--- config.mk ---
export PLATFORM = sky130hd
export DESIGN_NAME = cartridge_bank_controller
export DESIGN_NICKNAME = d
export VERILOG_FILES = /design/src/hdl/cbc_pkg.sv /design/src/hdl/cbc_mod_unit.sv /design/src/hdl/cartridge_bank_controller.sv
export SDC_FILE = /design/constraint.sdc
export NUM_CORES = 1
export LEC_CHECK = 0
export ABC_CLOCK_PERIOD_IN_PS = 7200
export BUFFER_PORTS_ARGS = -buffer_cell sky130_fd_sc_hd__buf_2
export CAP_MARGIN = 30
export CORE_AREA = 2 2 94 164
export CTS_BUF_LIST = sky130_fd_sc_hd__clkbuf_2
export DETAILED_ROUTE_END_ITERATION = 10
export DIE_AREA = 0 0 96 166
export PLACE_DENSITY = 0.59
export SLEW_MARGIN = 0
export SYNTH_ARGS = -nofsm -noshare
export SYNTH_HDL_FRONTEND = slang
export SYNTH_SLANG_ARGS = --single-unit
export TNS_END_PERCENT = 30
--- constraint.sdc ---
create_clock -name clk -period 7.2 [get_ports clk]
set_clock_uncertainty 0.2 [all_clocks]
set_input_delay 0 -clock clk [delete_from_list [all_inputs] [get_ports clk]]
set_output_delay 0 -clock clk [all_outputs]
set_load 0.02 [all_outputs]
--- src/hdl/cbc_pkg.sv ---
// cbc_pkg: shared constants, codes and types for the cartridge bank controller.
// Used by cbc_mod_unit, cartridge_bank_controller, cbc_checker and the testbench; no dependencies.
`default_nettype none

package cbc_pkg;

  // Field widths
  localparam int CMD_W       = 2;
  localparam int ADDR_W      = 16;
  localparam int DATA_W      = 8;
  localparam int SEL_W       = 2;
  localparam int ROM_ADDR_W  = 23;
  localparam int RAM_ADDR_W  = 17;
  localparam int ROM_CNT_W   = 10;
  localparam int RAM_CNT_W   = 5;
  localparam int ROM_BANK_W  = 9;
  localparam int RAM_BANK_W  = 4;
  localparam int ROM_OFF_W   = 14;
  localparam int RAM_OFF_W   = 13;
  localparam int CFG_IDX_W   = 1;
  localparam int CFG_DATA_W  = ROM_CNT_W;

  // Remainder unit sizing: dividend is a 9-bit bank index, divisor a bank count
  localparam int DVD_W       = ROM_BANK_W;
  localparam int DVS_W       = ROM_CNT_W;
  localparam int STEP_W      = 4;

  // Bank count limits
  localparam logic [ROM_CNT_W-1:0] MAX_ROM_BANKS = 10'd512;
  localparam logic [RAM_CNT_W-1:0] MAX_RAM_BANKS = 5'd16;

  // Command codes
  localparam logic [CMD_W-1:0] CMD_ROM_READ  = 2'd0;
  localparam logic [CMD_W-1:0] CMD_REG_WRITE = 2'd1;
  localparam logic [CMD_W-1:0] CMD_RAM_READ  = 2'd2;
  localparam logic [CMD_W-1:0] CMD_RAM_WRITE = 2'd3;

  // Select codes
  localparam logic [SEL_W-1:0] SEL_NONE      = 2'd0;
  localparam logic [SEL_W-1:0] SEL_ROM_READ  = 2'd1;
  localparam logic [SEL_W-1:0] SEL_RAM_READ  = 2'd2;
  localparam logic [SEL_W-1:0] SEL_RAM_WRITE = 2'd3;

  // Configuration register indexes
  localparam logic [CFG_IDX_W-1:0] CFG_ROM_BANK_COUNT = 1'd0;
  localparam logic [CFG_IDX_W-1:0] CFG_RAM_BANK_COUNT = 1'd1;

  // Register-write address windows
  localparam logic [ADDR_W-1:0] REG_ROM_LOW_BASE  = 16'h2000;
  localparam logic [ADDR_W-1:0] REG_ROM_HIGH_BASE = 16'h3000;
  localparam logic [ADDR_W-1:0] REG_RAM_BANK_BASE = 16'h4000;
  localparam logic [ADDR_W-1:0] REG_UNUSED_BASE   = 16'h6000;
  localparam logic [ADDR_W-1:0] ROM_SWITCH_BASE   = 16'h4000;

  // RAM enable pattern in the low nibble
  localparam logic [DATA_W-1:0] RAM_EN_MASK = 8'h0A;

  // Reset values
  localparam logic [ROM_CNT_W-1:0]  ROM_CNT_RESET  = 10'd2;
  localparam logic [RAM_CNT_W-1:0]  RAM_CNT_RESET  = 5'd0;
  localparam logic [DATA_W-1:0]     ROM_LOW_RESET  = 8'h01;
  localparam logic [ROM_BANK_W-1:0] ROM_BANK_RESET = 9'd1;

  // Request into the shared remainder unit
  typedef struct packed {
    logic             start;
    logic [DVD_W-1:0] dividend;
    logic [DVS_W-1:0] divisor;
  } mod_req_t;

  // Status back from the remainder unit
  typedef struct packed {
    logic             busy;
    logic             done;
    logic [DVD_W-1:0] remainder;
  } mod_rsp_t;

endpackage

`default_nettype wire

--- src/hdl/cbc_mod_unit.sv ---
// cbc_mod_unit: shift-subtract remainder unit, one quotient bit per cycle.
// Depends on cbc_pkg for widths and the request/response structs.
`default_nettype none

module cbc_mod_unit (
  input  wire logic              clk,
  input  wire logic              rst,
  input  cbc_pkg::mod_req_t      req,
  output cbc_pkg::mod_rsp_t      rsp
);
  import cbc_pkg::*;

  logic              busy;
  logic              done;
  logic [STEP_W-1:0] step;
  logic [DVD_W-1:0]  dvd;
  logic [DVS_W-1:0]  dvs;
  logic [DVS_W-1:0]  rem;
  logic [DVS_W-1:0]  trial;
  logic [DVS_W-1:0]  rem_next;

  // Partial remainder stays below the divisor (<= 512), so 9 bits plus one shifted in
  assign trial    = {rem[DVS_W-2:0], dvd[DVD_W-1]};
  assign rem_next = (trial >= dvs) ? (trial - dvs) : trial;

  // Control: start loads operands, then DVD_W steps
  always_ff @(posedge clk) begin
    if (rst) begin
      busy <= 1'b0;
      done <= 1'b0;
      step <= '0;
    end else begin
      done <= 1'b0;
      if (req.start && !busy) begin
        busy <= 1'b1;
        step <= STEP_W'(DVD_W - 1);
      end else if (busy) begin
        if (step == '0) begin
          busy <= 1'b0;
          done <= 1'b1;
        end else begin
          step <= step - 1'b1;
        end
      end
    end
  end

  // Datapath
  always_ff @(posedge clk) begin
    if (req.start && !busy) begin
      dvd <= req.dividend;
      dvs <= req.divisor;
      rem <= '0;
    end else if (busy) begin
      dvd <= {dvd[DVD_W-2:0], 1'b0};
      rem <= rem_next;
    end
  end

  assign rsp.busy      = busy;
  assign rsp.done      = done;
  assign rsp.remainder = rem[DVD_W-1:0];

endmodule

`default_nettype wire

--- src/hdl/cartridge_bank_controller.sv ---
// cartridge_bank_controller: bank-switching cartridge controller, top level.
// Depends on cbc_pkg and cbc_mod_unit (shared remainder unit).
//
//  Channel  Dir  Handshake          Payload
//  s_*      in   s_tvalid/s_tready  tuser: command; tdata: address, write_data
//  m_*      out  m_tvalid/m_tready  tuser: select; tdata: rom/ram address, wdata
//  cfg_*    in   cfg_we             cfg_index, cfg_data (bank counts)
//
// Reads, RAM enable writes and ignored writes: result registered in the cycle after accept.
// ROM/RAM bank writes: result registered once the 9-step remainder unit reports done.
// One access in flight; s_tready drops until the result register is free again.
// Reset is synchronous: bank state, counts and the output valid return to defaults.
// A stalled output holds its transaction; the input waits behind it.
`default_nettype none

module cartridge_bank_controller (
  input  wire logic                              clk,
  input  wire logic                              rst,
  input  wire logic                              s_tvalid,
  output      logic                              s_tready,
  input  wire logic [23:0]                       s_tdata,  // address[15:0], write_data[23:16]
  input  wire logic [cbc_pkg::CMD_W-1:0]         s_tuser,  // command[1:0]
  output      logic                              m_tvalid,
  input  wire logic                              m_tready,
  output      logic [47:0]                       m_tdata,  // rom_address[22:0],
                                                           // ram_address[39:23],
                                                           // ram_write_data[47:40]
  output      logic [cbc_pkg::SEL_W-1:0]         m_tuser,  // select[1:0]
  input  wire logic                              cfg_we,
  input  wire logic [cbc_pkg::CFG_IDX_W-1:0]     cfg_index,
  input  wire logic [cbc_pkg::CFG_DATA_W-1:0]    cfg_data
);
  import cbc_pkg::*;

  localparam logic ST_IDLE = 1'b0;
  localparam logic ST_MOD  = 1'b1;

  logic                  state;
  logic                  tgt_ram;
  logic [ROM_CNT_W-1:0]  rom_bank_count;
  logic [RAM_CNT_W-1:0]  ram_bank_count;
  logic [DATA_W-1:0]     rom_bank_low_byte;
  logic                  rom_bank_high_bit;
  logic [ROM_BANK_W-1:0] rom_bank_selected;
  logic                  ram_enable;
  logic [RAM_BANK_W-1:0] ram_bank_selected;

  logic [SEL_W-1:0]      out_sel;
  logic [ROM_ADDR_W-1:0] out_rom;
  logic [RAM_ADDR_W-1:0] out_ram;
  logic [DATA_W-1:0]     out_wd;

  logic [CMD_W-1:0]      cmd;
  logic [ADDR_W-1:0]     addr;
  logic [DATA_W-1:0]     wdata;
  logic                  accept;
  logic [ROM_CNT_W-1:0]  eff_rom;
  logic [RAM_CNT_W-1:0]  eff_ram;
  logic                  ram_ok;
  logic                  is_rom_bank_wr;
  logic                  is_ram_bank_wr;
  logic [DVD_W-1:0]      rom_dividend;
  mod_req_t              mreq;
  mod_rsp_t              mrsp;

  assign cmd   = s_tuser;
  assign addr  = s_tdata[ADDR_W-1:0];
  assign wdata = s_tdata[ADDR_W +: DATA_W];

  assign s_tready = (state == ST_IDLE) && (!m_tvalid || m_tready);
  assign accept   = s_tvalid && s_tready;

  // Effective bank counts: zero ROM banks means one, oversize saturates
  always_comb begin
    eff_rom = rom_bank_count;
    if (eff_rom == '0)
      eff_rom = ROM_CNT_W'(1);
    if (eff_rom > MAX_ROM_BANKS)
      eff_rom = MAX_ROM_BANKS;
    eff_ram = (ram_bank_count > MAX_RAM_BANKS) ? MAX_RAM_BANKS : ram_bank_count;
  end

  assign ram_ok = (eff_ram != '0) && ram_enable;

  // Bank-register write decode
  assign is_rom_bank_wr = (cmd == CMD_REG_WRITE) && (addr >= REG_ROM_LOW_BASE)
                          && (addr < REG_RAM_BANK_BASE);
  assign is_ram_bank_wr = (cmd == CMD_REG_WRITE) && (addr >= REG_RAM_BANK_BASE)
                          && (addr < REG_UNUSED_BASE) && (eff_ram != '0);

  // ROM bank index with the byte or bit being written merged in
  assign rom_dividend = (addr < REG_ROM_HIGH_BASE) ? {rom_bank_high_bit, wdata}
                                                   : {wdata[0], rom_bank_low_byte};

  // Remainder request: ROM count or RAM count as divisor
  always_comb begin
    mreq.start    = accept && (is_rom_bank_wr || is_ram_bank_wr);
    mreq.dividend = is_rom_bank_wr ? rom_dividend : DVD_W'(wdata);
    mreq.divisor  = is_rom_bank_wr ? eff_rom : DVS_W'(eff_ram);
  end

  cbc_mod_unit u_mod (
    .clk (clk),
    .rst (rst),
    .req (mreq),
    .rsp (mrsp)
  );

  // Configuration registers
  always_ff @(posedge clk) begin
    if (rst) begin
      rom_bank_count <= ROM_CNT_RESET;
      ram_bank_count <= RAM_CNT_RESET;
    end else if (cfg_we) begin
      unique case (cfg_index)
        CFG_ROM_BANK_COUNT: rom_bank_count <= cfg_data;
        CFG_RAM_BANK_COUNT: ram_bank_count <= cfg_data[RAM_CNT_W-1:0];
        default: ;
      endcase
    end
  end

  // Sequencer, bank state and valid of the result register
  always_ff @(posedge clk) begin
    if (rst) begin
      state             <= ST_IDLE;
      tgt_ram           <= 1'b0;
      rom_bank_low_byte <= ROM_LOW_RESET;
      rom_bank_high_bit <= 1'b0;
      rom_bank_selected <= ROM_BANK_RESET;
      ram_enable        <= 1'b0;
      ram_bank_selected <= '0;
      m_tvalid          <= 1'b0;
    end else begin
      if (m_tvalid && m_tready)
        m_tvalid <= 1'b0;
      unique case (state)
        ST_IDLE: begin
          if (accept) begin
            if (is_rom_bank_wr) begin
              if (addr < REG_ROM_HIGH_BASE)
                rom_bank_low_byte <= wdata;
              else
                rom_bank_high_bit <= wdata[0];
              tgt_ram <= 1'b0;
              state   <= ST_MOD;
            end else if (is_ram_bank_wr) begin
              tgt_ram <= 1'b1;
              state   <= ST_MOD;
            end else begin
              if ((cmd == CMD_REG_WRITE) && (addr < REG_ROM_LOW_BASE))
                ram_enable <= ((wdata & RAM_EN_MASK) == RAM_EN_MASK);
              m_tvalid <= 1'b1;
            end
          end
        end
        ST_MOD: begin
          if (mrsp.done) begin
            if (tgt_ram)
              ram_bank_selected <= mrsp.remainder[RAM_BANK_W-1:0];
            else
              rom_bank_selected <= mrsp.remainder;
            m_tvalid <= 1'b1;
            state    <= ST_IDLE;
          end
        end
        default: state <= ST_IDLE;
      endcase
    end
  end

  // Result payload
  always_ff @(posedge clk) begin
    if (state == ST_MOD) begin
      if (mrsp.done) begin
        out_sel <= SEL_NONE;
        out_rom <= '0;
        out_ram <= '0;
        out_wd  <= '0;
      end
    end else if (accept) begin
      out_sel <= SEL_NONE;
      out_rom <= '0;
      out_ram <= '0;
      out_wd  <= '0;
      case (cmd) inside
        CMD_ROM_READ: begin
          out_sel <= SEL_ROM_READ;
          if (addr < ROM_SWITCH_BASE)
            out_rom <= {{ROM_BANK_W{1'b0}}, addr[ROM_OFF_W-1:0]};
          else
            out_rom <= {rom_bank_selected, addr[ROM_OFF_W-1:0]};
        end
        CMD_RAM_READ, CMD_RAM_WRITE: begin
          if (ram_ok) begin
            out_ram <= {ram_bank_selected, addr[RAM_OFF_W-1:0]};
            if (cmd == CMD_RAM_READ) begin
              out_sel <= SEL_RAM_READ;
            end else begin
              out_sel <= SEL_RAM_WRITE;
              out_wd  <= wdata;
            end
          end
        end
        default: ;
      endcase
    end
  end

  assign m_tdata = {out_wd, out_ram, out_rom};
  assign m_tuser = out_sel;

`ifndef ASSERT_OFF
  // Remainder unit only finishes while the sequencer waits on it
  a_done_in_mod: assert property (@(posedge clk) disable iff (rst)
    mrsp.done |-> (state == ST_MOD))
    else $error("remainder done outside bank update");

  // No result is pending while a bank update is running
  a_mod_no_out: assert property (@(posedge clk) disable iff (rst)
    (state == ST_MOD) |-> !m_tvalid)
    else $error("result pending during bank update");

  // A bank update ends in a no-select result
  a_done_result: assert property (@(posedge clk) disable iff (rst)
    mrsp.done |=> (m_tvalid && (m_tuser == SEL_NONE)))
    else $error("bank update produced wrong result");

  // Unit is never restarted while busy
  a_no_restart: assert property (@(posedge clk) disable iff (rst)
    mrsp.busy |-> !mreq.start)
    else $error("remainder unit started while busy");
`endif

endmodule

`default_nettype wire

======== After elaboration in Yosys (flattened, before gate mapping) ========
Cells that the tools add are included.
Widths: inputs -> output; s select.
word-level totals
  flip-flop bits (word level) ............. 125
  bits in latches ......................... 0
  bits in writable memories ............... 0
  bits in read-only memories .............. 0
  input port bits ......................... 42
  output and inout bits ................... 52
  word-level logic and storage cells ...... 140
  memories ................................ 0
operators by class
  add/sub/neg operators ................... 2
  multiply operators ...................... 0
  div/mod/pow operators ................... 0
  magnitude comparators ................... 9
  eq/ne operators ......................... 6
  shift operators ......................... 0
  mux-type cells .......................... 54
  bitwise logic cells ..................... 8
  reduce and logical (&&, ||, !) cells .... 38
operators with widths
  cell                  count
  $mux 23               5
  $mux 17               6
  $mux 8                7
  $mux 9                5
  $lt 16x14->1 const B  2
  $lt 16x15->1 const B  2
  $mux 10               2
  $ge 16x14->1 const B  1
  $ge 16x15->1 const B  1
  $mux 1                16
  $logic_and 1x1->1     12
  $mux 2                6
  $mux 4                3
  $ge 10x10->1          1
  $gt 10x10->1 const B  1
  $logic_not 10->1      1
  $mux 5                2
  $reduce_and 2->1      5
  $reduce_and 3->1      3
  $sub 9x9->9           1
  $not 1->1             8
  $reduce_and 4->1      2
  $eq 2x2->1 const B    3
  $reduce_bool 2->1     3
  other kinds (14)      19

======== Logic depth before layout (Yosys ltp) ========
  depth after elaboration ................. 9
  gate-level depth with buffers ........... 11
  mapped depth without buffers ............ 9

======== Hierarchy ========
A second synthesis with hierarchy kept.
unflattened totals
  cells, all modules ...................... 496
  area total of the unflattened synthesis .. 5,564.1 um^2
by module, submodules not included
  module                     times used  cells an instance  area each (um^2)  seq. area each (um^2)
  cartridge_bank_controller  1           333                3,787.4           2,322.2
  cbc_mod_unit               1           163                1,776.7           870.8

======== Worst setup path after synthesis ========
OpenSTA, ideal clock, no wires.
  path kind ............................... flip-flop to flip-flop
  start ................................... reg u_mod.rem[2]
  end ..................................... reg u_mod.rem[1]
  setup time .............................. 0.117 ns
  data arrival time ....................... 2.108 ns
  required time ........................... 6.883 ns
  path slack .............................. 4.775 ns
  cell stages (with the launch flop) ...... 9
  buffers on the path ..................... 1
  clock period less this slack ............ 2.425 ns
  path through ............................ dfxtp_1 ha_1 and3_4 a311oi_1 nor2_1 or4_1 buf_6 mux2i_1 a22o_2
on the way
  longest elaborated chain between the ends .. 2
RTL lines
  what                      line                text
  start: declaration        cbc_mod_unit.sv:18  logic [DVS_W-1:0] rem;
  start signal: assignment  cbc_mod_unit.sv:56  rem <= rem_next;
  $ge 10x10->1              cbc_mod_unit.sv:24  assign rem_next = (trial >= dvs) ? (trial - dvs) : trial;
  $mux 9                    cbc_mod_unit.sv:24
No other way between the ends.
A chain may end at the register's enable or synchronous reset.

======== Worst setup path after layout ========
  start ................................... in m_tready
  end ..................................... reg rom_bank_low_byte[7]
on the way
  longest elaborated chain between the ends .. 4
RTL lines
  what                        line                              text
  start: declaration          cartridge_bank_controller.sv:24   input wire logic m_tready,
  $logic_or 1x1->1            cartridge_bank_controller.sv:70   assign s_tready = (state == ST_IDLE) && (!m_tvalid || m_tready);
  $logic_and 1x1->1           cartridge_bank_controller.sv:70
  $logic_and 1x1->1           cartridge_bank_controller.sv:71   assign accept = s_tvalid && s_tready;
  $reduce_and 4->1 (no line)  --
  end signal: assignment      cartridge_bank_controller.sv:142  rom_bank_low_byte <= wdata;
  end: declaration            cartridge_bank_controller.sv:42   logic [DATA_W-1:0] rom_bank_low_byte;
No other way between the ends.

==> metrics.yaml <==
run_status:
  outcome: "finished clean"
floorplanning:
  fp-row-count: 59
  dieArea_mm2: 0.0159
  io_pins: 94
  die_width_um: 96
  core_mm2: 0.0147
  initial_utilization_pct: 37.3
  die_h_um: 166
synthesis:
  syn_area_mm2: 0.00548
  synth-seq-area-share_pct: 58.3
  synth-seq-cells: 125
  yosys.area.top_type: "edfxtp_1"
  synthSimpleGateAreaFrac_pct: 21.4
  synth_top_family_by_area: "simple AND/OR/NAND/NOR gates"
  synthMuxAreaShare_pct: 2.95
  syn_area_per_cell_um2: 10.4
  synth_edf_count: 69
  synth-main-ff-cell: "edfxtp_1"
  synthCells: 525
  ys_types: 48
  synthAdderAreaFrac_pct: 2.88
  yosysTopAreaCellShare_pct: 37.8
  synth_xor_area_share_pct: 0.800
  synth_compound_area_share_pct: 10.4
  synth.net_count: 579
  ys_async_sr_fraction_pct: 0
  synth.area.top_cells: "edfxtp_1 (38%), dfxtp_1 (20%), and2_1 (5.5%), nand2_1 (5.2%), a21oi_1 (4.1%)"
  yosys_warnings: 0
  yosysMostFrequentCell: "nand2_1"
  synthTopCellsByCount: "nand2_1 (76), edfxtp_1 (69), dfxtp_1 (56)"
worst_setup_path:
  crit_top_cell: "dlygate4sd3_1"
  cp_top_family: "buffers and inverters"
  crit_buf_inv: 5
  slowest_delay_ns: 0.60
  reg2reg_to: "u_mod.dvd[8]$_DFFE_PP_"
  r2r_start: "state$_SDFF_PP0_"
  required_ns: 7.61
  start_kind: "input pin"
  slowest_stage: "nor2_1"
  cp.arrival_ns: 3.65
  worstSetupPathType: "input pin to flop"
  cp_max_fo: 10
  endpoint_kind: "flop"
  path_cells: "dlygate4sd3_1 > buf_2 > dlygate4sd3_1 > nand2b_1 > nand3_1 > nor2_1 > nand3_1 > dlygate4sd3_1 > a21oi_1 > dlygate4sd3_1"
  reg2reg_depth: 8
  worst-r2r-setup-slack_ns: 4.13
  crit_start: "m_tready"
cts:
  cts_setup_buffers: 0
  cts_tree: "built"
  clock_sinks: 125
  cts_root_buf: "clkbuf_2"
  insertion_delay_ns: 0.65
  htreeDepth: 4
  path_clk_slew_ns: 0.20
  numCtsBuffers: 17
  clk_path_buf_depth: 2
final_layout:
  fin_util_pct: 51.9
  n_fill_cell: 1308
  final_nets: 800
  final_cells: 943
  drive_gt1_share_pct: 19.2
  syn2layout_area_growth_pct: 39.3
grt:
  grt_overflow: 0
  antenna_found_initial: 1
  grtUsageTotal_pct: 17.2
  grt_pass1_wl_mm: 21.7
  grt_max_degree: 48
  grt_pass1_vias: 4752
sta:
  clock.fmax_mhz: 309
  setup_viol: 0
  fin_crit_sh_pct: 44.9
  slew_headroom_pct: 43.4
  tightest_slew_ns: 0.850
  drv_slew: 0
  hold_viol_final: 0
  setup_ws_ns: 3.97
  fin_crit_ns: 3.23
  fin_setup_tns_ns: 0
  rsz0062_at_grt: "false"
drt:
  via_count: 4589
  drt_iter0_markers: 227
  ant_nets: 0
  avgRoutedWirePerCell_um: 13.7
  drc: 0
  routed_via_density: 4.87
  drt-pass1-iter-count: 4
  routed_wl_mm: 13.0
run:
  cap_violations: 0
pwr:
  power.leakage_nw: 3.17
  ir_drop_v: 0.0000950
  power_density_mw_per_mm2: 222
min_path:
  min_to: "m_tuser[0]$_SDFFCE_PP0P_"
  worstHoldStart: "s_tuser[0]"
  min_path_type: "input pin to flop"
  holdPathStages: 3
place:
  dp_cells: 786
  port-buffer-count: 93
  place.detailed.hpwl_mm: 8.79
  gp_congestion: 0.889
  post-place-ws_ns: 4.27
## metal layers
layer	wire, um	vias up	GRT usage, %
met3	430	30	3.09
met1	4830	2150	18.0
met2	7270	110	31.3
met5	0	-	0
li1	-	2299	-
met4	433	0	9.07
## registers in the layout (all words and copies together), names as in the netlist, 2 cells and up
| register | cells |
|---|---|
| rom_bank_low_byte | 8 |
| ram_bank_count | 5 |
| u_mod.dvd | 9 |
| u_mod.step | 4 |
| m_tuser | 2 |
| out_wd | 8 |
| u_mod.dvs | 10 |
| rom_bank_selected | 9 |
| ram_bank_selected | 4 |
| out_rom | 23 |
| rom_bank_count | 10 |
| u_mod.rem | 9 |
| out_ram | 17 |
## worst min-delay path: cells and delay by family
family,cells,cell delay [ns]
buffers and inverters,2,0.72
AO/OA/AOI/OAI,1,0.13
## final cells by class
class	instances	area [um2]	share of cell area, %
diodes	1	2.50	0.0328
well taps	183	229	3.00
repair buffers	223	1760	23.1
inverters	22	82.6	1.08
clock inverters	15	163	2.13
flip-flops and latches	125	3190	41.9
clock buffers	17	85.1	1.12
multi-input cells	357	2110	27.6
## per-stage QoR
step | power (mW) | hold slack (ns) | area (um2)
5_1_grt | 1.80 | 0.0122 | 7630
3_3_place_gp | 1.21 | 0.0444 | 6110
6_report | 1.69 | 0.0844 | 7630
2_1_floorplan | 1.15 | -0.0789 | 5480
4_1_cts | 1.71 | 0.00151 | 7620
3_5_place_dp | 1.23 | 0.0414 | 6140
## how the worst max path moves through the flow
stage | slack (ns) | end | depth (start not counted)
4_1_cts | 4.07 | u_mod.dvd[8]$_DFFE_PP_ | 11
2_1_floorplan | 4.77 | u_mod.rem[1]$_SDFFE_PP0P_ | 8
3_5_place_dp | 4.27 | u_mod.rem[7]$_SDFFE_PP0P_ | 8
5_1_grt | 3.87 | u_mod.dvd[8]$_DFFE_PP_ | 11
6_report | 3.97 | rom_bank_low_byte[7]$_SDFFE_PP0P_ | 10
3_3_place_gp | 4.39 | u_mod.rem[7]$_SDFFE_PP0P_ | 8
## power by group
part           switching, mW  internal [mW]
Sequential            0.0383          0.800
Clock                  0.275          0.164
Combinational          0.231          0.187
Total                  0.544           1.15
## placed cells by master, fill, tap and decap left out, types with 3 or more instances in the layout
| cell | netlist | layout |
|---|---|---|
| inv_1 | 22 | 22 |
| a21oi_1 | 45 | 45 |
| dfxtp_1 | 56 | 56 |
| nor3b_1 | 3 | 3 |
| nor2_1 | 35 | 35 |
| nand2_1 | 76 | 75 |
| a21o_1 | 3 | 3 |
| nor2b_1 | 8 | 8 |
| nand4_1 | 4 | 4 |
| nand3_1 | 25 | 25 |
| dlygate4sd3_1 | 0 | 124 |
| o211ai_2 | 6 | 6 |
| clkinv_4 | 0 | 5 |
| nor3_1 | 12 | 11 |
| o21a_1 | 3 | 3 |
| and2_1 | 48 | 48 |
| buf_2 | 1 | 93 |
| xor2_1 | 3 | 3 |
| edfxtp_1 | 69 | 69 |
| ha_1 | 11 | 11 |
| mux2i_1 | 15 | 15 |
| buf_4 | 0 | 5 |
| clkbuf_2 | 0 | 17 |
| o21ai_0 | 11 | 11 |
| nand2b_1 | 5 | 5 |
| and3_1 | 10 | 10 |
| nand3b_1 | 5 | 5 |
| inv_6 | 0 | 4 |
| a31oi_1 | 3 | 3 |
| a31o_2 | 3 | 3 |
## cell families (layout without fill, tap and decap cells)
logic type / Yosys count / in the layout
other: 0 / 1
AND/OR/NAND/NOR: 236 / 236
buffers and inverters: 43 / 277
adder cells (fa/ha/maj): 12 / 12
XOR/XNOR: 5 / 5
flip-flops: 125 / 125
AO/OA/AOI/OAI: 88 / 88
multiplexers: 16 / 16
## repair_timing
action                    4_1_cts  5_1_grt
hold buffers                  124        0
gates resized for setup         0        0
hold endpoints to repair      145        0
Power figures use the tool's default switching activity.
